## src/hdl/regularized_ema_filter_core_macros.svh

```systemverilog
// Assertion macros shared by the regularized EMA filter RTL.
// Each macro expects a clock named clk and an active-low reset named arst_n in scope.
`ifndef REGULARIZED_EMA_FILTER_CORE_MACROS_SVH
`define REGULARIZED_EMA_FILTER_CORE_MACROS_SVH

// The consequent must hold in the same cycle as the antecedent.
`define REMA_ASSERT_NOW(label, ante, cons, msg) \
	label: assert property (@(posedge clk) disable iff (!arst_n) (ante) |-> (cons)) \
		else $error(msg);

// The consequent must hold in the cycle after the antecedent.
`define REMA_ASSERT_NEXT(label, ante, cons, msg) \
	label: assert property (@(posedge clk) disable iff (!arst_n) (ante) |=> (cons)) \
		else $error(msg);

`endif

```

## src/hdl/rema_pkg.sv

```systemverilog
// Shared types, constants and the microcode table of the regularized EMA filter.
// Used by rema_seq, rema_div and regularized_ema_filter_core; depends on nothing.
`default_nettype none

package rema_pkg;

	localparam int unsigned PC_W       = 5;
	localparam int unsigned CNT_W      = 6;
	localparam int unsigned CFG_IDX_W  = 2;
	localparam int unsigned CFG_DATA_W = 24;

	typedef logic [PC_W-1:0]  pc_t;
	typedef logic [CNT_W-1:0] cnt_t;

	// Register indexes of the configuration port.
	localparam logic [CFG_IDX_W-1:0] REG_PERIOD = 2'd0;
	localparam logic [CFG_IDX_W-1:0] REG_LAMBDA = 2'd1;

	// Start-up phase codes.
	localparam logic [1:0] PH_FIRST  = 2'd0;
	localparam logic [1:0] PH_SECOND = 2'd1;
	localparam logic [1:0] PH_RUN    = 2'd2;

	localparam logic [15:0] PERIOD_RESET = 16'd10;
	localparam logic [23:0] LAMBDA_RESET = 24'd32768;
	localparam int unsigned ALPHA_NUM    = 131072;
	localparam logic [16:0] ALPHA_ONE    = 17'd65536;
	localparam logic [16:0] ALPHA_RESET  = 17'((ALPHA_NUM + 11 / 2) / 11);
	localparam logic [24:0] ONE_Q16      = 25'd65536;
	localparam logic [23:0] HALF_Q16     = 24'd32768;

	localparam int unsigned DIV_ALPHA_STEPS = 18;
	localparam int unsigned DIV_MAIN_STEPS  = 41;

	typedef enum logic [2:0] {
		JC_NEVER,
		JC_ALWAYS,
		JC_PH0,
		JC_PH1,
		JC_ALPHA_OK
	} jc_t;

	typedef enum logic [3:0] {
		ACC_NOP,
		ACC_LOAD,
		ACC_ADD,
		ACC_SUB,
		ACC_ABS,
		ACC_HALF,
		ACC_SHQ,
		ACC_ADDY1,
		ACC_QUO,
		ACC_LDX
	} acc_op_t;

	typedef enum logic [1:0] {
		MUL_NOP,
		MUL_AD,
		MUL_Y1F,
		MUL_LY2
	} mul_op_t;

	typedef enum logic [1:0] {
		DV_NOP,
		DV_LD_ALPHA,
		DV_LD_MAIN,
		DV_STEP
	} div_op_t;

	typedef struct packed {
		logic    wait_in;
		logic    wait_out;
		logic    rep;
		jc_t     jc;
		pc_t     target;
		cnt_t    cnt;
		mul_op_t mul;
		acc_op_t acc;
		div_op_t dv;
		logic    diff_wr;
		logic    alpha_wr;
		logic    out_wr;
	} ucode_t;

	typedef struct packed {
		logic in_go;
		logic out_free;
		logic ph0;
		logic ph1;
		logic alpha_ok;
	} stat_t;

	// Program addresses that are jump targets.
	localparam pc_t PC_IDLE = 5'd0;
	localparam pc_t PC_DIFF = 5'd6;
	localparam pc_t PC_P1   = 5'd17;
	localparam pc_t PC_P0   = 5'd21;
	localparam pc_t PC_OUT  = 5'd22;

	function automatic ucode_t ucode_rom(input pc_t pc);
		ucode_t w;
		w = '0;
		unique case (pc)
			PC_IDLE: w.wait_in = 1'b1;
			5'd1: begin
				w.jc     = JC_PH0;
				w.target = PC_P0;
			end
			5'd2: begin
				w.jc     = JC_ALPHA_OK;
				w.target = PC_DIFF;
			end
			5'd3: begin
				w.dv  = DV_LD_ALPHA;
				w.cnt = cnt_t'(DIV_ALPHA_STEPS - 1);
			end
			5'd4: begin
				w.dv  = DV_STEP;
				w.rep = 1'b1;
			end
			5'd5:    w.alpha_wr = 1'b1;
			PC_DIFF: w.diff_wr = 1'b1;
			5'd7:    w.mul = MUL_AD;
			5'd8: begin
				w.acc    = ACC_LOAD;
				w.jc     = JC_PH1;
				w.target = PC_P1;
			end
			5'd9: w.mul = MUL_Y1F;
			5'd10: begin
				w.acc = ACC_ADD;
				w.mul = MUL_LY2;
			end
			5'd11: w.acc = ACC_SUB;
			5'd12: w.acc = ACC_ABS;
			5'd13: w.acc = ACC_HALF;
			5'd14: begin
				w.dv  = DV_LD_MAIN;
				w.cnt = cnt_t'(DIV_MAIN_STEPS - 1);
			end
			5'd15: begin
				w.dv  = DV_STEP;
				w.rep = 1'b1;
			end
			5'd16: begin
				w.acc    = ACC_QUO;
				w.jc     = JC_ALWAYS;
				w.target = PC_OUT;
			end
			PC_P1: w.acc = ACC_ABS;
			5'd18: w.acc = ACC_HALF;
			5'd19: w.acc = ACC_SHQ;
			5'd20: begin
				w.acc    = ACC_ADDY1;
				w.jc     = JC_ALWAYS;
				w.target = PC_OUT;
			end
			PC_P0: w.acc = ACC_LDX;
			PC_OUT: begin
				w.wait_out = 1'b1;
				w.out_wr   = 1'b1;
				w.jc       = JC_ALWAYS;
				w.target   = PC_IDLE;
			end
			default: begin
				w.jc     = JC_ALWAYS;
				w.target = PC_IDLE;
			end
		endcase
		return w;
	endfunction

endpackage

`default_nettype wire

```

## src/hdl/rema_div.sv

```systemverilog
// Restoring divider, one quotient bit per step, shared by the alpha and output divisions.
// The caller preloads the partial remainder and the dividend bits; depends on rema_pkg.
`default_nettype none

module rema_div (
	input  wire logic              clk,
	input  wire rema_pkg::div_op_t op,
	input  wire logic [24:0]       rem_init,
	input  wire logic [63:0]       sh_init,
	input  wire logic [24:0]       divisor,
	output logic      [63:0]       quo
);

	logic [24:0] rem_q;
	logic [24:0] div_q;
	logic [63:0] sh_q;
	logic [25:0] trial;
	logic [25:0] diff;
	logic        fits;

	always_comb begin
		trial = {rem_q, sh_q[63]};
		diff  = trial - {1'b0, div_q};
		fits  = trial >= {1'b0, div_q};
	end

	always_ff @(posedge clk) begin
		unique case (op)
			rema_pkg::DV_LD_ALPHA, rema_pkg::DV_LD_MAIN: begin
				rem_q <= rem_init;
				sh_q  <= sh_init;
				div_q <= divisor;
			end
			rema_pkg::DV_STEP: begin
				// Quotient bits enter at the bottom as dividend bits leave the top.
				rem_q <= fits ? diff[24:0] : trial[24:0];
				sh_q  <= {sh_q[62:0], fits};
			end
			default: begin
			end
		endcase
	end

	assign quo = sh_q;

endmodule

`default_nettype wire
```

## config.mk

```make
export PLATFORM = sky130hd
export DESIGN_NAME = rema_div
export DESIGN_NICKNAME = d
export VERILOG_FILES = /design/src/hdl/regularized_ema_filter_core_macros.svh /design/src/hdl/rema_pkg.sv /design/src/hdl/rema_div.sv
export SDC_FILE = /design/constraint.sdc
export NUM_CORES = 1
export LEC_CHECK = 0
export BUFFER_PORTS_ARGS = -buffer_cell sky130_fd_sc_hd__buf_4
export CAP_MARGIN = 20
export CORE_AREA = 4 4 114 116
export CTS_BUF_LIST = sky130_fd_sc_hd__clkbuf_4 sky130_fd_sc_hd__clkbuf_8 sky130_fd_sc_hd__clkbuf_16
export DETAILED_ROUTE_END_ITERATION = 8
export DIE_AREA = 0 0 118 120
export GPL_TIMING_DRIVEN = 0
export PLACE_DENSITY = 0.86
export SLEW_MARGIN = 10
export SYNTH_ARGS = -nofsm -noshare
export SYNTH_HDL_FRONTEND = slang
export SYNTH_SLANG_ARGS = --single-unit
export TNS_END_PERCENT = 5
```

## constraint.sdc

```tcl
create_clock -name clk -period 3.35 [get_ports clk]
set_input_delay 0.5025 -clock clk [delete_from_list [all_inputs] [get_ports clk]]
set_output_delay 0.5025 -clock clk [all_outputs]
set_load 0.01 [all_outputs]
```

==> results.md, run 1 <==
* Outcome: completed
* Max Slew Vio Count at 0
* Skew-Pair Late Insertion Delay at 410 ps
* Endpoints failing setup at 0
* Slew margin rel. at 55.3%
* Most frequent cell after synthesis: edfxtp_1
* Crit-path max FO at 10
* Hold path start: divisor[0]
* RSZ-0062 raised after global routing: no
* Synth Area in Adders at 5.87%
* Via count at 4716
* Clock Pin Slew Worst Setup and Hold Paths at 50 ps
* Area share of the largest cell type after synthesis at 56.2%
* Worst flop-to-flop path startpoint: quo[63]
* Period minus WS final at 3170 ps
* Non-filler cells, final at 854
* Antenna Cells at 0
* H-tree depth at 4
* Largest area contributor in the netlist: edfxtp_1
* Layout cells sized above 1 at 41.0%
* CTS tree: yes
* Mux contribution to synthesized area at 12.8%
* IO Count at 181
* Setup Crit Path Kind: flip-flop to flip-flop
* PortBufs at 180
* Vias per cell at 5.52
* ANT nets after route at 0
* DRT Pass-1 Iters at 4
* Synth area leaders: edfxtp_1, mux2_2, ha_1
* Clock tree buffer depth at 2
* Drt wl/cell at 18.9 um
* Area share of and/or/nand/nor cells after synthesis at 6.75%
* # nets final at 841
* Number of global-route vias before repair at 5173
* Die footprint at 14200 sq um
* Iter 0 DRT Violations at 259
* Total of max-cap violations at 0
* Tightest Hold Check Type: input port to flip-flop
* Mapped Area at 6090 sq um
* Mean Syn Cell Area at 12.3 sq um
* Setup WS pre-CTS at 24.5 ps
* Design Power at 4.93 mW
* Finished Core Util at 69.2%
* Least-Margin Pin Slew at 670 ps
* Net Count, Synth at 639
* Die width at 118 um
* Root buffer cell: clkbuf_16
* Peak supply drop at 0.000393 V
* Core Area at 11900 sq um
* Final Skew at 7.60 ps
* Post-placement cell count at 822
* Hold Slack at 271 ps
* Netlist cell types at 52
* Worst Path Arrival at 3290 ps
* Seq cells post-synth at 114
* FFs w/ async S/R, synth at 0%
* Synth Area in Compound Gates at 11.9%
* Sink Count at 114
* DRC Markers at 0
* Pwr Density at 598 nW/um^2
* Xor and xnor area share after synthesis at 2.59%
* Most common library cells after synthesis: edfxtp_1, mux2_2, a21oi_1
* Gate count of the mapped netlist at 494
* WL final at 16100 um
* DIE HEIGHT at 120 um
* First-pass GRT wire length at 25700 um
* Largest net degree at the start of global routing at 53
* Largest family of logic cells by synthesized area: multiplexers
* Synthesis-to-layout area growth at 35.2%
* Global route overflow at 0
* GPL Wtd Cong at 0.947
* Number of synthesized flops with an enable pin at 114
* Setup WS post-layout at 185 ps
* Startpoint class of the critical path: flip-flop
* CTS Buf Count at 17
* Final Cycle Share at 94.5%
* Critical Path End Type: flip-flop
* Syn. warnings at 0
* Total track usage at 23.3%
* Starting density of the core at 51.2%
* Seq/Total Area, Yosys at 56.2%
* Dpl hpwl at 11900 um
* Peak Freq at 316 MHz
* Primary FF master, synth: edfxtp_1
* CP startpoint: quo[63]
* Number of hold violations in the final report at 0
* Required @ worst endpoint at 3470 ps
* Initial antenna violation count at 0
* # rows at 40
* Leak Pwr at 3.49 nW
[cells by family (layout without fill, tap and decap cells)]
family                   count (synthesis)  in the layout
AO/OA/AOI/OAI                          117            117
flip-flops                             114            114
AND/OR/NAND/NOR                         91             91
multiplexers                            70             70
buffers and inverters                   56            269
adder cells (fa/ha/maj)                 28             28
XOR/XNOR                                18             18
[final timing paths]
path | endpoint | slack, ps | cells after the start
max | rem_q[12] | 180 | 14
min | div_q[0] | 270 | 1
max reg2reg | rem_q[12] | 180 | 14
min reg2reg | quo[24] | 580 | 1
[metal layers]
metal	GRT usage [%]	up-vias	share of wire, %
met5	0	-	0
met1	24.2	2247	37
li1	-	2252	-
met3	11.2	24	10
met4	8.13	0	1.8
met2	41.1	193	51
[state kept, by name, indices dropped and copies added (netlist names)]
signal  flops
quo        64
div_q      25
rem_q      25
[cell type report]
cell class / count / area (sq um)
plain buffers: 22 / 116
clock buffers: 17 / 425
clock inverters: 13 / 121
fillers: 854 / 3670
inverters: 34 / 130
multi-input cells: 324 / 2440
flip-flops and latches: 114 / 3420
well taps: 147 / 184
repair buffers: 183 / 1400
[report_power, final]
part           switching (mW)  internal (mW)
Combinational           0.732          0.651
Clock                   0.616           1.07
Sequential             0.0838           1.78
Total                    1.43           3.50
[metrics by stage]
stage | area (sq um) | TNS, ps
after floorplan | 6090 | 0
after detailed placement | 7660 | 0
final | 8240 | 0
after global placement | 7630 | -29290
after CTS | 8210 | 0
after global routing | 8240 | 0
[worst max-delay path, cell delays in order (launching register included)]
cell and delay [ps]:
edfxtp_1 400, inv_1 80, ha_1 160, inv_1 50, fa_1 430, a211oi_2 270
o211ai_1 220, a31oi_1 240, a21o_1 210, o31a_1 160, buf_6 150, clkbuf_4 210
nor2_1 70, a21oi_1 140, a21oi_1 90
[cells in the final DEF (no fill, tap or decap), types with 7 or more instances in the layout]
cell type / n
nor2_1: 47
o21ai_0: 14
edfxtp_1: 114
ha_1: 27
mux2_2: 63
inv_1: 32
buf_4: 181
a21oi_1: 54
clkbuf_1: 12
nand2_1: 15
mux2i_1: 7
clkbuf_16: 17
xor2_1: 7
xnor2_1: 11
[timing repair]
action	in CTS	in global routing
hold buffers	0	0
setup buffers	0	1
endpoints found under the setup margin	0	20
gates resized for setup	0	3
Note: power is estimated with default switching activity, not from simulation.
==> run 2, diff against run 1 <==
- CORE_AREA: 4 4 114 116 -> 4 4 120 110
- DIE_AREA: 0 0 118 120 -> 0 0 124 114
==> run 2 against run 1 <==
Flip-flop and latch count unchanged. First-iteration DRC count increased by 75%. Global-route usage increased by 1.4 points. Routed wire length increased by 4.2%. Total power increased by 4.4%. Fmax increased by 1.0%. Combinational power about the same. Via count increased by 2.7%. Clock skew increased by 0.58 ps. Sequential share of layout area decreased by 0.37 points. Worst setup slack improved by 32 ps. Cell area increased by 0.90%.
==> results.md, run 2 (synthesis gave the netlist of run 1 again) <==
* CTS tree: yes
* Area taken by multi-input logic gates at 2440 sq um
* Crit path max-delay cell type: edfxtp_1
* Setup Crit Path Kind: flip-flop to flip-flop
* GPL Wtd Cong at 0.921
* Initial antenna violation count at 0
* Non-filler cells, final at 868
* ANT nets after route at 0
* Reg2reg end: rem_q[4]
* Commonest cells after routing, fill and taps aside: buf_4, edfxtp_1, mux2_2
* Max Slew Vio Count at 0
* Design Power at 5.14 mW
* Worst hold stages at 1
* CTS Buf Count at 17
* Core Area at 11900 sq um
* Total of max-cap violations at 0
* H-tree depth at 4
* Crit-path max FO at 10
* RSZ-0062 raised after global routing: no
* Die footprint at 14100 sq um
* Hold path start: divisor[2]
* Dpl hpwl at 12100 um
* Commonest non-fill, non-tap cell in the layout: buf_4
* PortBufs at 180
* Number of global-route vias before repair at 5165
* Required @ worst endpoint at 3480 ps
* Antenna Cells at 0
* Tightest Hold Check Type: input port to flip-flop
* Max reg flops at 64
* Final Cycle Share at 93.5%
* DRC Markers at 0
* Clock tree buffer depth at 2
* Starting density of the core at 51.1%
* Fill count at 848
* CTS Hold Buffers Added at 0
* Leak Pwr at 3.52 nW
* WL final at 16800 um
* DIE HEIGHT at 114 um
* Iter 0 DRT Violations at 452
* IO Count at 181
* Critical Path End Type: flip-flop
* Reg area at 3420 sq um
* Sink Count at 114
* Pwr Density at 619 nW/um^2
* Flop2flop setup slack at 220 ps
* Outcome: completed
* Drt wl/cell at 19.3 um
* Period minus WS final at 3130 ps
* Startpoint class of the critical path: flip-flop
* Peak Freq at 319 MHz
* Largest net degree at the start of global routing at 51
* Synthesis-to-layout area growth at 36.4%
* Via count at 4844
* Setup TNS at 0 ps
* # nets final at 841
* Fin area at 8310 sq um
* First-pass GRT wire length at 26200 um
* Worst Path Arrival at 3270 ps
* Root buffer cell: clkbuf_16
* Final Skew at 8.18 ps
* Total track usage at 24.7%
* Worst hold path endpoint: div_q[2]
* Number of hold violations in the final report at 0
* Skew-Pair Late Insertion Delay at 420 ps
* Worst reg2reg path depth at 14
* Layout cells sized above 1 at 41.1%
* Post-placement cell count at 835
* Vias per cell at 5.58
* Worst flop-to-flop path startpoint: quo[63]
* Endpoints failing setup at 0
* Dpl cell area at 7680 sq um
* Clock Pin Slew Worst Setup and Hold Paths at 50 ps
* Slowest Stage Delay on Critical Path at 410 ps
* DRT Pass-1 Iters at 7
* CP cell instances: inv_1 -> ha_1 -> inv_1 -> fa_2 -> a211oi_2 -> o211ai_1 -> a31oi_1 -> a21o_1 -> o31a_1 -> buf_6 -> clkbuf_4 -> nor2_1 -> a21oi_1 -> a21oi_1
* Die width at 124 um
* Global route overflow at 0
* # rows at 38
* Slew margin rel. at 59.2%
* Peak supply drop at 0.000381 V
* Least-Margin Pin Slew at 612 ps
* Finished Core Util at 69.7%
-- run 2: worst max-delay path by stage --
stage / cells after the start / startpoint / end / slack (ps)
2_1_floorplan: 3 / op[0] / quo[0] / 470
3_5_place_dp: 13 / quo[63] / rem_q[1] / 40
3_3_place_gp: 4 / op[0] / quo[39] / -340
5_1_grt: 14 / quo[63] / rem_q[4] / 50
6_report: 14 / quo[63] / rem_q[4] / 220
4_1_cts: 14 / quo[63] / rem_q[4] / 40
-- run 2: cell type report --
type | count | area share, %
well taps | 160 | 2.41
clock inverters | 12 | 1.99
plain buffers | 22 | 1.40
inverters | 34 | 1.57
multi-input cells | 324 | 29.3
repair buffers | 183 | 16.9
clock buffers | 19 | 5.30
flip-flops and latches | 114 | 41.2
-- run 2: through the flow --
step                setup WS, ps  hold WS (ps)
finish                       216           256
global route                45.5           235
CTS                         40.0           243
detailed placement          39.4           572
global placement            -340           558
floorplan                    472           583
-- run 2: routing by layer --
metal | GRT usage [%] | vias to the layer above | routed length (um)
met5 | 0 | - | 0
met2 | 42.8 | 223 | 8700
met4 | 9.20 | 0 | 419
met3 | 12.4 | 38 | 1890
met1 | 25.4 | 2331 | 5770
li1 | - | 2252 | -
-- run 2: what timing repair did --
action | in CTS | in global routing
gates resized for setup | 1 | 2
pin swaps | 0 | 4
endpoints found under the setup margin | 1 | 21
setup buffers | 0 | 1
-- run 2: critical path, delay by kind of cell (launching register included) --
kind,cells,cell delay [ps]
AO/OA/AOI/OAI,7,1310
adder cells (fa/ha/maj),2,550
buffers and inverters,4,520
flip-flops,1,410
AND/OR/NAND/NOR,1,70
-- run 2: report_power, final --
part           internal, mW  switching, mW  total, mW
Combinational         0.656          0.744       1.40
Clock                  1.24          0.638       1.88
Sequential             1.78         0.0861       1.86
==> run 3, diff against run 2 <==
- ABC_AREA: unset -> 1
- CORE_AREA: 4 4 120 110 -> 2 2 123 113
- DIE_AREA: 0 0 124 114 -> 0 0 125 115
- PLACE_DENSITY: 0.86 -> 0.88
==> run 3 against run 2 <==
Cell area grew 9.9%. Clock skew grew 5.7 ps. Cell count grew 49%. Synthesized cell count grew 84%. Non-clock buffer count grew 4. Utilization is essentially flat. Critical path type unchanged. Critical endpoint is now rem_q[0]. Largest power group is now sequential cells.
==> results.md, run 3 <==
* Finished Core Util at 69.7%
* Gate count of the mapped netlist at 911
* Initial antenna violation count at 0
* Share of power burned in registers at 36.5%
* GPL Wtd Cong at 0.959
* Cts repair resizes at 0
* H-tree depth at 4
* Area share of and/or/nand/nor cells after synthesis at 33.6%
* Endpoints failing setup at 0
* Crit-path max FO at 10
* Mux contribution to synthesized area at 0%
* Design Power at 5.11 mW
* Non-filler cells, final at 1293
* # rows at 40
* CTS tree: yes
* Largest net degree at the start of global routing at 63
* Internal power at 3.39 mW
* DRC Markers at 0
* WL final at 20300 um
* Total of max-cap violations at 0
* DIE HEIGHT at 115 um
* Setup WS pre-CTS at 820 ps
* Met1 GRT Util at 32.0%
* Peak supply drop at 0.000458 V
* Seq/Total Area, Yosys at 49.0%
* Number of global-route vias before repair at 6757
* Most Crowded Layer GR: met2
* Vias per cell at 5.18
* Commonest non-fill, non-tap cell in the layout: nand2_1
* Tightest Hold Check Type: input port to flip-flop
* Layout cells sized above 1 at 21.0%
* Starting density of the core at 53.3%
* Core Area at 13100 sq um
* Clk network pwr share at 33.2%
* Most common library cells after synthesis: nand2_1, inv_1, edfxtp_1
* Setup WS post-layout at 749 ps
* Pwr Density at 559 nW/um^2
* Synthesis-to-layout area growth at 30.8%
* Largest area contributor in the netlist: edfxtp_1
* Final Cycle Share at 77.6%
* Syn. warnings at 0
* Synth Area in Adders at 5.12%
* Sw Ratio at 33.6%
* GR Layer Usage met2 at 52.1%
* Largest family of logic cells by synthesized area: simple AND/OR/NAND/NOR gates
* Fill count at 1059
* Post-CTS setup buffers at 0
* Drt wl/cell at 15.7 um
* Netlist cell types at 26
* FFs w/ async S/R, synth at 0%
* Primary FF master, synth: edfxtp_1
* Period minus WS final at 2600 ps
* Final Skew at 13.9 ps
* First-pass GRT wire length at 32200 um
* Die footprint at 14400 sq um
* Most frequent cell after synthesis: nand2_1
* Number of hold violations in the final report at 0
* Net Count, Synth at 1056
* Sink Count at 114
* Iter 0 DRT Violations at 464
* # nets final at 1257
* Setup TNS at 0 ps
* Commonest cells after routing, fill and taps aside: nand2_1, buf_4, inv_1
* Dpl hpwl at 14900 um
* Worst Path Arrival at 2770 ps
* Least-Margin Pin Slew at 698 ps
* Synth area leaders: edfxtp_1, nand2_1, inv_1
* Switch Pwr at 1.72 mW
* RSZ-0062 raised after global routing: no
* Synth Area in Compound Gates at 1.20%
* Root buffer cell: clkbuf_16
* CTS Hold Buffers Added at 0
* Mapped Area at 6990 sq um
* IO Count at 181
* Max Slew Vio Count at 0
* Setup Crit Path Kind: flip-flop to flip-flop
* Leak Pwr at 4.83 nW
* Comb pwr share at 30.3%
* ANT nets after route at 0
* Antenna Cells at 0
* Reg area at 3420 sq um
* Critical Path End Type: flip-flop
* PortBufs at 180
* Global route overflow at 0
* Clock Pin Slew Worst Setup and Hold Paths at 70 ps
* Number of synthesized flops with an enable pin at 114
* Post-placement cell count at 1260
* Die width at 125 um
* Clock tree buffer depth at 2
* Total track usage at 28.6%
* CTS Buf Count at 17
* Max reg flops at 64
* Xor and xnor area share after synthesis at 1.50%
* DRT Pass-1 Iters at 6
* Mean Syn Cell Area at 7.67 sq um
* Seq cells post-synth at 114
* Area share of the largest cell type after synthesis at 49.0%
* Via count at 6704
* Grt met3 use at 8.56%
* Area taken by multi-input logic gates at 2900 sq um
* Required @ worst endpoint at 3520 ps
* Slew margin rel. at 53.5%
* Startpoint class of the critical path: flip-flop
* Outcome: completed
* Peak Freq at 384 MHz
* Skew-Pair Late Insertion Delay at 420 ps
[run 3: kinds of logic after synthesis]
group	after synthesis
compound gates	14
simple gates	570
fa+ha+maj	28
flops	114
xor+xnor	12
buf+inv	173
[run 3: metrics by stage]
stage | hold WS (ps) | instance area (sq um)
2_1_floorplan | 590 | 6990
3_3_place_gp | 527 | 8550
3_5_place_dp | 542 | 8580
4_1_cts | 239 | 9130
5_1_grt | 246 | 9140
6_report | 250 | 9140
[run 3: final timing paths]
check,from,to,slack [ps],cells past startpoint
setup reg to reg,quo[63],rem_q[0],750,11
setup / recovery,quo[63],rem_q[0],750,11
hold reg to reg,quo[25],quo[26],560,2
hold / removal,divisor[12],div_q[12],250,1
[run 3: final cells by class]
class                      instances  area share (%)
tap                              168            2.30
clock inverter                    15            1.29
timing repair buffer             182            15.2
multi-input combinational        624            31.7
buffer                            27            1.36
clock buffer                      17            4.65
sequential                       114            37.5
inverter                         146            6.02
[run 3: worst max-delay path: stages, from the launching register on]
cell      delay, ps
edfxtp_1        390
inv_1            90
ha_1            140
inv_1            90
fa_1            460
nand3_1         120
nand3_1         210
nand2_2         240
buf_2           270
nand4_1         150
nand3_1         130
nand2_1          60
[run 3: routing by layer]
layer	vias to the layer above	part of all wire [%]
li1	3267	-
met1	3099	39
met2	299	50
met3	39	9.0
met4	0	2.4
met5	-	0
[run 3: power groups by stage]
stage / sequential (mW) / clock (mW) / combinational, mW
after floorplan: 1.91 / 0 / 0.978
after global placement: 1.89 / 0 / 1.47
after detailed placement: 1.89 / 0 / 1.51
after CTS: 1.87 / 1.70 / 1.53
after global routing: 1.88 / 1.76 / 1.74
final: 1.87 / 1.70 / 1.55
