**src/hdl/regularized_ema_filter_core_macros.svh**
```systemverilog
// Assertion macros shared by the regularized EMA filter RTL.
// Each macro expects a clock named clk and an active-low reset named arst_n in scope.
`ifndef REGULARIZED_EMA_FILTER_CORE_MACROS_SVH
`define REGULARIZED_EMA_FILTER_CORE_MACROS_SVH

// The consequent must hold in the same cycle as the antecedent.
`define REMA_ASSERT_NOW(label, ante, cons, msg) \
	label: assert property (@(posedge clk) disable iff (!arst_n) (ante) |-> (cons)) \
		else $error(msg);

// The consequent must hold in the cycle after the antecedent.
`define REMA_ASSERT_NEXT(label, ante, cons, msg) \
	label: assert property (@(posedge clk) disable iff (!arst_n) (ante) |=> (cons)) \
		else $error(msg);

`endif

```
**src/hdl/rema_pkg.sv**
```systemverilog
// Shared types, constants and the microcode table of the regularized EMA filter.
// Used by rema_seq, rema_div and regularized_ema_filter_core; depends on nothing.
`default_nettype none

package rema_pkg;

	localparam int unsigned PC_W       = 5;
	localparam int unsigned CNT_W      = 6;
	localparam int unsigned CFG_IDX_W  = 2;
	localparam int unsigned CFG_DATA_W = 24;

	typedef logic [PC_W-1:0]  pc_t;
	typedef logic [CNT_W-1:0] cnt_t;

	// Register indexes of the configuration port.
	localparam logic [CFG_IDX_W-1:0] REG_PERIOD = 2'd0;
	localparam logic [CFG_IDX_W-1:0] REG_LAMBDA = 2'd1;

	// Start-up phase codes.
	localparam logic [1:0] PH_FIRST  = 2'd0;
	localparam logic [1:0] PH_SECOND = 2'd1;
	localparam logic [1:0] PH_RUN    = 2'd2;

	localparam logic [15:0] PERIOD_RESET = 16'd10;
	localparam logic [23:0] LAMBDA_RESET = 24'd32768;
	localparam int unsigned ALPHA_NUM    = 131072;
	localparam logic [16:0] ALPHA_ONE    = 17'd65536;
	localparam logic [16:0] ALPHA_RESET  = 17'((ALPHA_NUM + 11 / 2) / 11);
	localparam logic [24:0] ONE_Q16      = 25'd65536;
	localparam logic [23:0] HALF_Q16     = 24'd32768;

	localparam int unsigned DIV_ALPHA_STEPS = 18;
	localparam int unsigned DIV_MAIN_STEPS  = 41;

	typedef enum logic [2:0] {
		JC_NEVER,
		JC_ALWAYS,
		JC_PH0,
		JC_PH1,
		JC_ALPHA_OK
	} jc_t;

	typedef enum logic [3:0] {
		ACC_NOP,
		ACC_LOAD,
		ACC_ADD,
		ACC_SUB,
		ACC_ABS,
		ACC_HALF,
		ACC_SHQ,
		ACC_ADDY1,
		ACC_QUO,
		ACC_LDX
	} acc_op_t;

	typedef enum logic [1:0] {
		MUL_NOP,
		MUL_AD,
		MUL_Y1F,
		MUL_LY2
	} mul_op_t;

	typedef enum logic [1:0] {
		DV_NOP,
		DV_LD_ALPHA,
		DV_LD_MAIN,
		DV_STEP
	} div_op_t;

	typedef struct packed {
		logic    wait_in;
		logic    wait_out;
		logic    rep;
		jc_t     jc;
		pc_t     target;
		cnt_t    cnt;
		mul_op_t mul;
		acc_op_t acc;
		div_op_t dv;
		logic    diff_wr;
		logic    alpha_wr;
		logic    out_wr;
	} ucode_t;

	typedef struct packed {
		logic in_go;
		logic out_free;
		logic ph0;
		logic ph1;
		logic alpha_ok;
	} stat_t;

	// Program addresses that are jump targets.
	localparam pc_t PC_IDLE = 5'd0;
	localparam pc_t PC_DIFF = 5'd6;
	localparam pc_t PC_P1   = 5'd17;
	localparam pc_t PC_P0   = 5'd21;
	localparam pc_t PC_OUT  = 5'd22;

	function automatic ucode_t ucode_rom(input pc_t pc);
		ucode_t w;
		w = '0;
		unique case (pc)
			PC_IDLE: w.wait_in = 1'b1;
			5'd1: begin
				w.jc     = JC_PH0;
				w.target = PC_P0;
			end
			5'd2: begin
				w.jc     = JC_ALPHA_OK;
				w.target = PC_DIFF;
			end
			5'd3: begin
				w.dv  = DV_LD_ALPHA;
				w.cnt = cnt_t'(DIV_ALPHA_STEPS - 1);
			end
			5'd4: begin
				w.dv  = DV_STEP;
				w.rep = 1'b1;
			end
			5'd5:    w.alpha_wr = 1'b1;
			PC_DIFF: w.diff_wr = 1'b1;
			5'd7:    w.mul = MUL_AD;
			5'd8: begin
				w.acc    = ACC_LOAD;
				w.jc     = JC_PH1;
				w.target = PC_P1;
			end
			5'd9: w.mul = MUL_Y1F;
			5'd10: begin
				w.acc = ACC_ADD;
				w.mul = MUL_LY2;
			end
			5'd11: w.acc = ACC_SUB;
			5'd12: w.acc = ACC_ABS;
			5'd13: w.acc = ACC_HALF;
			5'd14: begin
				w.dv  = DV_LD_MAIN;
				w.cnt = cnt_t'(DIV_MAIN_STEPS - 1);
			end
			5'd15: begin
				w.dv  = DV_STEP;
				w.rep = 1'b1;
			end
			5'd16: begin
				w.acc    = ACC_QUO;
				w.jc     = JC_ALWAYS;
				w.target = PC_OUT;
			end
			PC_P1: w.acc = ACC_ABS;
			5'd18: w.acc = ACC_HALF;
			5'd19: w.acc = ACC_SHQ;
			5'd20: begin
				w.acc    = ACC_ADDY1;
				w.jc     = JC_ALWAYS;
				w.target = PC_OUT;
			end
			PC_P0: w.acc = ACC_LDX;
			PC_OUT: begin
				w.wait_out = 1'b1;
				w.out_wr   = 1'b1;
				w.jc       = JC_ALWAYS;
				w.target   = PC_IDLE;
			end
			default: begin
				w.jc     = JC_ALWAYS;
				w.target = PC_IDLE;
			end
		endcase
		return w;
	endfunction

endpackage

`default_nettype wire

```
**src/hdl/rema_seq.sv**
```systemverilog
// Microcode sequencer: step counter, repeat counter and conditional jumps.
// Reads its program from rema_pkg::ucode_rom; depends on rema_pkg.
`default_nettype none

module rema_seq (
	input  wire logic            clk,
	input  wire logic            arst_n,
	input  wire rema_pkg::stat_t stat,
	output rema_pkg::ucode_t     uc
);

	rema_pkg::pc_t  pc_q;
	rema_pkg::cnt_t cnt_q;
	logic           hold;
	logic           take;

	assign uc = rema_pkg::ucode_rom(pc_q);

	always_comb begin
		hold = (uc.wait_in && !stat.in_go) || (uc.wait_out && !stat.out_free)
			|| (uc.rep && (cnt_q != '0));
		unique case (uc.jc)
			rema_pkg::JC_NEVER:    take = 1'b0;
			rema_pkg::JC_ALWAYS:   take = 1'b1;
			rema_pkg::JC_PH0:      take = stat.ph0;
			rema_pkg::JC_PH1:      take = stat.ph1;
			rema_pkg::JC_ALPHA_OK: take = stat.alpha_ok;
			default:               take = 1'b0;
		endcase
	end

	always_ff @(posedge clk or negedge arst_n) begin
		if (!arst_n) begin
			pc_q  <= rema_pkg::PC_IDLE;
			cnt_q <= '0;
		end else begin
			if (!hold) begin
				pc_q <= take ? uc.target : pc_q + rema_pkg::pc_t'(1);
			end
			// A repeat step counts down what the step before it loaded.
			if (uc.rep) begin
				if (cnt_q != '0) begin
					cnt_q <= cnt_q - rema_pkg::cnt_t'(1);
				end
			end else begin
				cnt_q <= uc.cnt;
			end
		end
	end

endmodule

`default_nettype wire

```
**config.mk**
```make
export PLATFORM = sky130hd
export DESIGN_NAME = rema_seq
export DESIGN_NICKNAME = d
export VERILOG_FILES = /design/src/hdl/regularized_ema_filter_core_macros.svh /design/src/hdl/rema_pkg.sv /design/src/hdl/rema_seq.sv
export SDC_FILE = /design/constraint.sdc
export NUM_CORES = 1
export LEC_CHECK = 0
export ABC_AREA = 1
export BUFFER_PORTS_ARGS = -buffer_cell sky130_fd_sc_hd__buf_2
export CORE_MARGIN = 2
export CORE_UTILIZATION = 30
export DETAILED_ROUTE_END_ITERATION = 12
export PLACE_DENSITY = 0.48
export SETUP_SLACK_MARGIN = 0.05
export SLEW_MARGIN = 20
export SYNTH_ARGS = -nofsm -noshare
export SYNTH_HDL_FRONTEND = slang
export SYNTH_SLANG_ARGS = --single-unit
```
**constraint.sdc**
```tcl
create_clock -name clk -period 3.1 [get_ports clk]
set_clock_uncertainty 0.2 [all_clocks]
set_input_delay 0.62 -clock clk [delete_from_list [all_inputs] [get_ports clk]]
set_output_delay 0.62 -clock clk [all_outputs]
set_load 0.01 [all_outputs]
```
==> impl_metrics.env, run 1 <==
export IMPL_status="completed"
export IMPL_final_common_cell="nand2_1"
export IMPL_antenna_found_initial=0
export IMPL_ys_seq_area_share_pct=21.6
export IMPL_crit_type="flip-flop to output pin"
export IMPL_use_met2_pct=19.2
export IMPL_startpoint_type="flip-flop"
export IMPL_path_buf_inv=2
export IMPL_rsz0062_at_grt="false"
export IMPL_slowest_delay_ps=430
export IMPL_clock_sinks=11
export IMPL_cp_data_arrival_time_ps=2020
export IMPL_cts_hold_buf=0
export IMPL_diodes=0
export IMPL_post_cts_buffers=0
export IMPL_multi_input_area_sq_um=771
export IMPL_layout_common_cells="nand2_1 (46), inv_1 (32), buf_2 (31)"
export IMPL_ant_nets=0
export IMPL_drc=0
export IMPL_ys_ff_latch=11
export IMPL_syn_area_sq_um=1270
export IMPL_period_needed_ps=2840
export IMPL_ir_drop_mv=0.522
export IMPL_gp_congestion=0.899
export IMPL_report_final_slew_viol_count=0
export IMPL_cts_resized=0
export IMPL_wl_microns=3000
export IMPL_fmax_mhz=352
export IMPL_initial_core_util_pct=31.4
export IMPL_numCtsBuffers=3
export IMPL_crit_fanout=5
export IMPL_gr_max_usage_layer="met2"
export IMPL_period_share_pct=91.6
export IMPL_num_rows=23
export IMPL_finalSetupViolations=0
export IMPL_synth_cells=193
export IMPL_synth_distinct_cells=34
export IMPL_grt_pass1_wl_microns=4980
export IMPL_leakage_uw=0.000936
export IMPL_core_sq_um=4060
export IMPL_post_synth_cell_area_avg_sq_um=6.60
export IMPL_met3_usage_pct=3.51
export IMPL_timing_hold_ws_ps=39.4
export IMPL_ys_warn_count=0
export IMPL_avgViaCountPerCell=4.49
export IMPL_cp_top_family="simple AND/OR/NAND/NOR gates"
export IMPL_fillers=430
export IMPL_die_h_microns=69.2
export IMPL_vias=1213
export IMPL_grt_overflow=0
export IMPL_syn_to_final_growth_pct=14.5
export IMPL_portBuffers=31
export IMPL_h_tree_depth=1
export IMPL_regArea_sq_um=275
export IMPL_first_iter_violations=76
export IMPL_path_clk_slew_ps=50
export IMPL_critical_path_required_ps=2280
export IMPL_nets=235
export IMPL_grt_pass1_vias=1065
export IMPL_drv_cap=0
export IMPL_grt_max_degree=12
export IMPL_die_area_sq_um=4780
export IMPL_min_path_type="primary input to asynchronous set/reset pin"
export IMPL_io_pin_count=35
export IMPL_wl_per_cell_microns=11.1
export IMPL_endpoint_kind="output pin"
export IMPL_cp_cell_sequence="ha_1 -> inv_1 -> nor2_1 -> ha_1 -> nor2_8 -> nand2_1 -> nor2_2 -> nand3_2 -> nand2_2 -> buf_2"
export IMPL_slowest_stage="dfrtp_1"
export IMPL_finalHoldViolations=0
export IMPL_drive_gt1_share_pct=25.9
export IMPL_clockBufferDepth=2
export IMPL_grt_total_usage_pct=12.6
export IMPL_cts_tree="done"
export IMPL_clock_latency_ps=240
export IMPL_drtPass1Iterations=4
export IMPL_fin_tns_setup_ps=0
export IMPL_hpwl_microns=2540
export IMPL_use_met1_pct=17.7
export IMPL_cp_common_cell="ha_1"
export IMPL_cts_root_buf="clkbuf_8"
export IMPL_fp_dieW_microns=69.2
export IMPL_p_per_area_nw_per_um2=1100
[where the power goes]
part           internal (uW)  leakage, uW  switching [uW]
registers                198     0.000144            83.5
clock network           88.4    0.0000255            56.6
logic                    435     0.000766             749
total                    721     0.000936             889
[cell usage after synthesis, drive strengths merged]
cell type / instances / area share, %
a22oi: 1 / 0.98
nor3: 3 / 1.2
xnor2: 3 / 2.1
buf: 10 / 6.8
a31oi: 1 / 0.49
conb: 1 / 0.29
o211ai: 1 / 0.59
nand3: 15 / 7.7
a21oi: 4 / 1.6
and3: 1 / 0.49
xor2: 1 / 0.69
or2: 1 / 0.49
inv: 37 / 12
dfrtp: 11 / 22
o31ai: 1 / 0.59
ha: 7 / 6.9
nand3b: 1 / 0.59
nand2: 55 / 19
nand4: 7 / 3.4
o21ai: 4 / 1.6
a21o: 1 / 0.59
nor2: 26 / 9.9
a2111oi: 1 / 0.69
[state kept, by name, indices dropped and copies added, names as in the netlist]
name,flops
cnt_q,6
pc_q,5
[final timing paths]
path                                from       end  slack, ps  cells past startpoint
worst min-delay path              arst_n   pc_q[3]         40                      1
min in group clk                cnt_q[1]  cnt_q[1]        320                      2
worst max register to register   pc_q[0]   pc_q[2]        820                     14
max in group asynchronous         arst_n  cnt_q[3]       2450                      1
worst min register to register  cnt_q[1]  cnt_q[1]        320                      2
worst max-delay path             pc_q[0]    uc[22]        260                     10
[final cells by class]
cell class / instances / area share, %
clock buffers: 3 / 2.83
clock inverters: 1 / 0.343
inverters: 37 / 10.2
multi-input cells: 137 / 52.8
flip-flops and latches: 11 / 18.9
well taps: 50 / 4.29
repair buffers: 31 / 10.6
[metrics by stage]
| step | instances | worst slack, ps | util (%) | total power [uW] | instance area [sq um] |
|---|---|---|---|---|---|
| 2_1_floorplan | 195 | 719 | - | 1220 | 1280 |
| 3_3_place_gp | 266 | 500 | 34.8 | 1510 | 1410 |
| 3_5_place_dp | 266 | 516 | 34.8 | 1480 | 1410 |
| 4_1_cts | 270 | 249 | 36.0 | 1630 | 1460 |
| 5_1_grt | 270 | 98.4 | 36.0 | 1790 | 1460 |
| 6_report | 270 | 261 | 36.0 | 1610 | 1460 |
[cells by family (layout without fill, tap and decap cells)]
| kind of cell | Yosys count | count (layout) | synth area share [%] |
|---|---|---|---|
| simple gates | 109 | 109 | 42.9 |
| flops | 11 | 11 | 21.6 |
| compound gates | 14 | 14 | 7.07 |
| buf+inv | 47 | 72 | 18.5 |
| other cells | 1 | 3 | 0.294 |
| fa+ha+maj | 7 | 7 | 6.88 |
| xor+xnor | 4 | 4 | 2.75 |
[metal layers]
metal	vias up	part of all wire, %
met5	-	0
met4	0	0.47
met3	2	5.3
met2	35	42
met1	526	52
li1	650	-
No activity file was read; power rests on OpenSTA's default activity.
==> run 2, diff against run 1 <==
==> constraint.sdc (replaced) <==
create_clock -name clk -period 2.73 [get_ports clk]
set_clock_uncertainty 0.2 [all_clocks]
set_input_delay 0.546 -clock clk [delete_from_list [all_inputs] [get_ports clk]]
set_output_delay 0.546 -clock clk [all_outputs]
set_load 0.01 [all_outputs]
==> impl_metrics.env, run 2 (synthesis results as in run 1) <==
export IMPL_status="completed"
export IMPL_leakage_uw=0.000957
export IMPL_path_clk_slew_ps=50
export IMPL_place_area_sq_um=1430
export IMPL_finalSetupViolations=0
export IMPL_vias=1298
export IMPL_slowest_delay_ps=420
export IMPL_nets=241
export IMPL_crit_fanout=5
export IMPL_final_area_sq_um=1540
export IMPL_io_pin_count=35
export IMPL_drc=0
export IMPL_hpwl_microns=2630
export IMPL_cts_root_buf="clkbuf_8"
export IMPL_grt_overflow=0
export IMPL_p_per_area_nw_per_um2=1270
export IMPL_drtPass1Iterations=4
export IMPL_critical_path_required_ps=1980
export IMPL_final_common_cell="nand2_1"
export IMPL_gp_congestion=0.884
export IMPL_rr_startpoint="pc_q[1]"
export IMPL_largest_register="cnt_q"
export IMPL_endpoint_kind="output pin"
export IMPL_clock_sinks=11
export IMPL_hp_start="cnt_q[1]"
export IMPL_layout_common_cells="nand2_1 (44), inv_1 (31), buf_2 (31)"
export IMPL_startpoint_type="flip-flop"
export IMPL_ant_nets=0
export IMPL_diodes=0
export IMPL_h_tree_depth=1
export IMPL_initial_core_util_pct=31.4
export IMPL_ir_drop_mv=0.672
export IMPL_finalHoldViolations=0
export IMPL_syn_to_final_growth_pct=20.5
export IMPL_clockBufferDepth=2
export IMPL_drive_gt1_share_pct=32.3
export IMPL_reg_top3="cnt_q: 6 flops, pc_q: 5 flops"
export IMPL_die_h_microns=69.2
export IMPL_die_area_sq_um=4780
export IMPL_fp_dieW_microns=69.2
export IMPL_rsz0062_at_grt="false"
export IMPL_largest_reg_flops=6
export IMPL_timing_rr_end="pc_q[1]"
export IMPL_avgViaCountPerCell=4.70
export IMPL_min_path_type="flip-flop to flip-flop"
export IMPL_r2r_slack_ps=570
export IMPL_fin_tns_setup_ps=0
export IMPL_first_iter_violations=50
export IMPL_wl_per_cell_microns=11.7
export IMPL_path_buf_inv=2
export IMPL_numCtsBuffers=3
export IMPL_period_needed_ps=2570
export IMPL_slowest_stage="dfrtp_1"
export IMPL_fmax_mhz=389
export IMPL_r2r_cells=12
export IMPL_cp_cell_sequence="ha_2 -> inv_1 -> nor2_1 -> ha_2 -> nor2_8 -> nand2_2 -> nor2_2 -> nand3_2 -> nand2_2 -> buf_2"
export IMPL_clock_latency_ps=240
export IMPL_cts_tree="done"
export IMPL_multi_input_area_sq_um=800
export IMPL_min_to="cnt_q[1]"
export IMPL_crit_type="flip-flop to output pin"
export IMPL_grt_pass1_vias=1188
export IMPL_num_rows=23
export IMPL_antenna_found_initial=0
export IMPL_grt_max_degree=12
export IMPL_grt_pass1_wl_microns=5350
export IMPL_report_final_slew_viol_count=0
export IMPL_period_share_pct=94.2
export IMPL_drv_cap=0
export IMPL_fillers=449
export IMPL_grt_total_usage_pct=13.5
export IMPL_wl_microns=3230
export IMPL_regArea_sq_um=277
export IMPL_holdPathStages=2
export IMPL_cp_top_family="simple AND/OR/NAND/NOR gates"
export IMPL_cp_data_arrival_time_ps=1830
export IMPL_core_sq_um=4060
export IMPL_portBuffers=31
## run 2: cell count changes in the layout (fill, tap and decap cells not counted), sizes merged
cell	change
buf	+5
clkbuf	+1
dlygate4sd3	+1
clkinv	-1
## run 2: where the power goes
group,switching [uW],total [uW],internal [uW]
Combinational,908,1470,559
Sequential,85.9,312,227
Clock,65.6,169,103
Total,1060,1950,889
## run 2: timing repair
action | 4_1_cts | 5_1_grt
endpoints found under the setup margin | 2 | 3
hold endpoints to repair | 11 | 0
hold buffers | 1 | 0
buffers inserted | 1 | 2
pin swaps | 0 | 5
resized for setup | 3 | 10
## run 2: layout make-up
cell class,count,share of cell area (%)
Tap cell,50,4.07
Inverter,37,9.70
Sequential cell,11,18.0
Timing Repair Buffer,37,13.2
Clock buffer,4,2.93
Multi-Input combinational cell,137,52.1
## run 2: worst min-delay path: stages (launching register included)
cell and delay [ps]:
dfrtp_1 360, nand2_1 50, o21ai_0 60
## run 2: metal layers
| layer | global-route usage [%] | part of all wire (%) | up-vias |
|---|---|---|---|
| met5 | 0 | 0 | - |
| met4 | 3.92 | 1.4 | 0 |
| met3 | 3.36 | 6.3 | 6 |
| met2 | 21.7 | 45 | 48 |
| met1 | 17.8 | 47 | 592 |
| li1 | - | - | 652 |
## run 2: stage by stage
step / hold slack [ps] / std cells / setup WS, ps / util, % / power (uW)
floorplan: 50.4 / 195 / 423 / - / 1380
global placement: 232 / 268 / 176 / 35.2 / 1750
detailed placement: 230 / 268 / 214 / 35.2 / 1710
CTS: 334 / 274 / 61.9 / 36.9 / 1910
global route: 362 / 276 / 47.7 / 37.8 / 2140
finish: 321 / 276 / 157 / 37.8 / 1950
## run 2: worst max path at each step
stage                 start  endpoint  slack [ps]  cells after the start
floorplan           pc_q[0]    uc[22]         420                      9
global placement    pc_q[0]     uc[5]         180                      9
detailed placement  pc_q[0]    uc[22]         210                     10
CTS                 pc_q[0]     uc[5]          60                      9
global route        pc_q[1]    uc[22]          50                      9
finish              pc_q[1]    uc[22]         160                     10
==> run 3, diff against run 2 <==
--- a/config.mk
+++ b/config.mk
@@ -5,7 +5,6 @@
 export SDC_FILE = /design/constraint.sdc
 export NUM_CORES = 1
 export LEC_CHECK = 0
-export ABC_AREA = 1
 export BUFFER_PORTS_ARGS = -buffer_cell sky130_fd_sc_hd__buf_2
 export CORE_MARGIN = 2
 export CORE_UTILIZATION = 30
==> impl_metrics.env, run 3 <==
export IMPL_synth_area_leaders="dfrtp_1 (24%), ha_1 (7.6%), nor2_1 (6.9%)"
export IMPL_utilization_pct=39.2
export IMPL_status="completed"
export IMPL_die_h_microns=65.9
export IMPL_cts_tree="done"
export IMPL_drtPass1Iterations=4
export IMPL_synth_edf_count=0
export IMPL_yosys_area_top_type="dfrtp_1"
export IMPL_grt_overflow=0
export IMPL_syn_area_sq_um=1150
export IMPL_fin_cells=230
export IMPL_cp_cell_sequence="ha_1 -> and3_1 -> ha_1 -> a211oi_2 -> or2_2 -> buf_2"
export IMPL_timing_hold_ws_ps=359
export IMPL_hp_start="pc_q[0]"
export IMPL_ys_warn_count=0
export IMPL_rr_startpoint="pc_q[0]"
export IMPL_min_path_type="flip-flop to flip-flop"
export IMPL_yosysTopAreaCellShare_pct=24.0
export IMPL_report_final_slew_viol_count=0
export IMPL_drv_cap=0
export IMPL_leakage_uw=0.000757
export IMPL_clock_latency_ps=240
export IMPL_synthMuxAreaShare_pct=2.72
export IMPL_num_rows=22
export IMPL_crit_type="flip-flop to output pin"
export IMPL_crit_start="pc_q[0]"
export IMPL_finalHoldViolations=0
export IMPL_finalSetupViolations=0
export IMPL_ant_nets=0
export IMPL_grt_total_usage_pct=15.4
export IMPL_synth_top_family_by_area="compound AO/OA/AOI/OAI gates"
export IMPL_first_iter_violations=49
export IMPL_path_clk_slew_ps=50
export IMPL_r2r_slack_ps=230
export IMPL_final_setup_worst_slack_ps=76.9
export IMPL_p_per_area_nw_per_um2=1410
export IMPL_min_to="pc_q[0]"
export IMPL_hpwl_microns=2370
export IMPL_vias=1188
export IMPL_period_share_pct=97.2
export IMPL_h_tree_depth=1
export IMPL_cts_root_buf="clkbuf_8"
export IMPL_holdPathStages=1
export IMPL_gr_max_usage_layer="met2"
export IMPL_numCtsBuffers=3
export IMPL_met3_usage_pct=1.02
export IMPL_ir_drop_mv=0.628
export IMPL_avgViaCountPerCell=5.17
export IMPL_io_pin_count=35
export IMPL_antenna_found_initial=0
export IMPL_synth_cells=152
export IMPL_fp_dieW_microns=65.9
export IMPL_gp_congestion=0.755
export IMPL_synth_compound_area_share_pct=24.5
export IMPL_use_met2_pct=26.6
export IMPL_clockBufferDepth=2
export IMPL_core_sq_um=3660
export IMPL_rsz0062_at_grt="true"
export IMPL_dp_slack_ps=117
export IMPL_yosys_area_share_simple_pct=24.0
export IMPL_use_met1_pct=19.2
export IMPL_largest_reg_flops=6
export IMPL_synth_most_common_cell="nor2_1"
export IMPL_period_needed_ps=2650
export IMPL_synth_adder_area_share_pct=7.63
export IMPL_netlist_top_cells_count="nor2_1 (21), nand2_1 (14), dfrtp_1 (11)"
export IMPL_fmax_mhz=377
export IMPL_syn_to_final_growth_pct=24.9
export IMPL_drc=0
export IMPL_layout_common_cells="buf_2 (31), nor2_1 (21), nand2_1 (14)"
export IMPL_timing_rr_end="pc_q[2]"
export IMPL_async_flop_share_pct=100
export IMPL_grt_max_degree=14
export IMPL_grt_pass1_vias=1153
export IMPL_largest_register="cnt_q"
export IMPL_dp_cells=224
export IMPL_fillers=395
export IMPL_synth_distinct_cells=45
export IMPL_grt_pass1_wl_microns=5210
export IMPL_initial_core_util_pct=31.4
export IMPL_final_common_cell="buf_2"
export IMPL_path_buf_inv=1
export IMPL_r2r_cells=8
export IMPL_die_area_sq_um=4340
export IMPL_wl_microns=3190
export IMPL_cp_top_family="adder cells"
export IMPL_nets=197
export IMPL_drive_gt1_share_pct=33.0
export IMPL_cp_data_arrival_time_ps=1910
export IMPL_critical_path_required_ps=1980
export IMPL_fin_tns_setup_ps=0
export IMPL_synth_top_flop_cell="dfrtp_1"
export IMPL_reg_top3="cnt_q: 6 flops, pc_q: 5 flops"
export IMPL_slowest_stage="dfrtp_2"
export IMPL_synthXorXnorAreaFrac_pct=3.81
export IMPL_endpoint_kind="output pin"
export IMPL_clock_sinks=11
export IMPL_cp_common_cell="ha_1"
export IMPL_ys_seq_area_share_pct=24.0
export IMPL_startpoint_type="flip-flop"
export IMPL_post_synth_cell_area_avg_sq_um=7.56
export IMPL_crit_fanout=5
export IMPL_diodes=0
export IMPL_ys_ff_latch=11
export IMPL_slowest_delay_ps=450
export IMPL_wl_per_cell_microns=13.9
export IMPL_portBuffers=31
==> run 3: cell count changes after synthesis, sizes merged, moves of 3 or more <==
cell    delta
nand2     -41
inv       -27
nand3     -12
nand4      -7
nor2       -5
o21ai      +5
and3       +4
buf        +4
clkbuf     +4
a31oi      +3
nand2b     +3
nor2b      +3
==> run 3: how the worst max path moves through the flow <==
stage                     depth (start not counted)  slack [ps]      end
after global placement                            7         230   uc[22]
final                                             6          80   uc[22]
after CTS                                         7          30   uc[22]
after detailed placement                          7         120   uc[22]
after global routing                              7           9   uc[22]
after floorplan                                  10         220  pc_q[3]
==> run 3: cell families after synthesis <==
family / after synthesis
simple gates: 58
compound gates: 38
buf+inv: 29
flops: 11
fa+ha+maj: 7
xor+xnor: 5
mux: 3
other cells: 1
==> run 3: layout make-up <==
class / instances / area (sq um) / share of cell area (%)
clock inverters: 1 / 5.00 / 0.349
repair buffers: 42 / 240 / 16.7
inverters: 11 / 42.5 / 2.96
flip-flops and latches: 11 / 277 / 19.3
clock buffers: 3 / 41.3 / 2.88
multi-input cells: 114 / 769 / 53.6
well taps: 48 / 60.1 / 4.18
==> run 3: layer usage <==
layer / part of all wire, % / vias to the layer above / wire length (microns)
li1: - / 578 / -
met1: 45 / 568 / 1440
met2: 50 / 38 / 1610
met3: 3.5 / 4 / 111
met4: 1.0 / 0 / 32
met5: 0 / - / 0
==> run 3: what timing repair did <==
action	4_1_cts	5_1_grt
setup endpoints to repair	4	6
hold endpoints to repair	11	0
setup buffers	0	1
pin swaps	0	0
hold buffers	1	0
resized for setup	4	5
gates cloned	0	0
==> run 3: through the flow <==
stage | total power (uW) | cell area (sq um)
floorplan | 1370 | 1160
global placement | 1750 | 1330
detailed placement | 1770 | 1330
CTS | 1980 | 1410
global route | 2230 | 1440
finish | 2030 | 1440
==> run 3: power by group <==
group / internal, uW / switching, uW / total (uW)
Sequential: 230 / 106 / 336
Clock: 100 / 63.1 / 163
Combinational: 668 / 861 / 1530
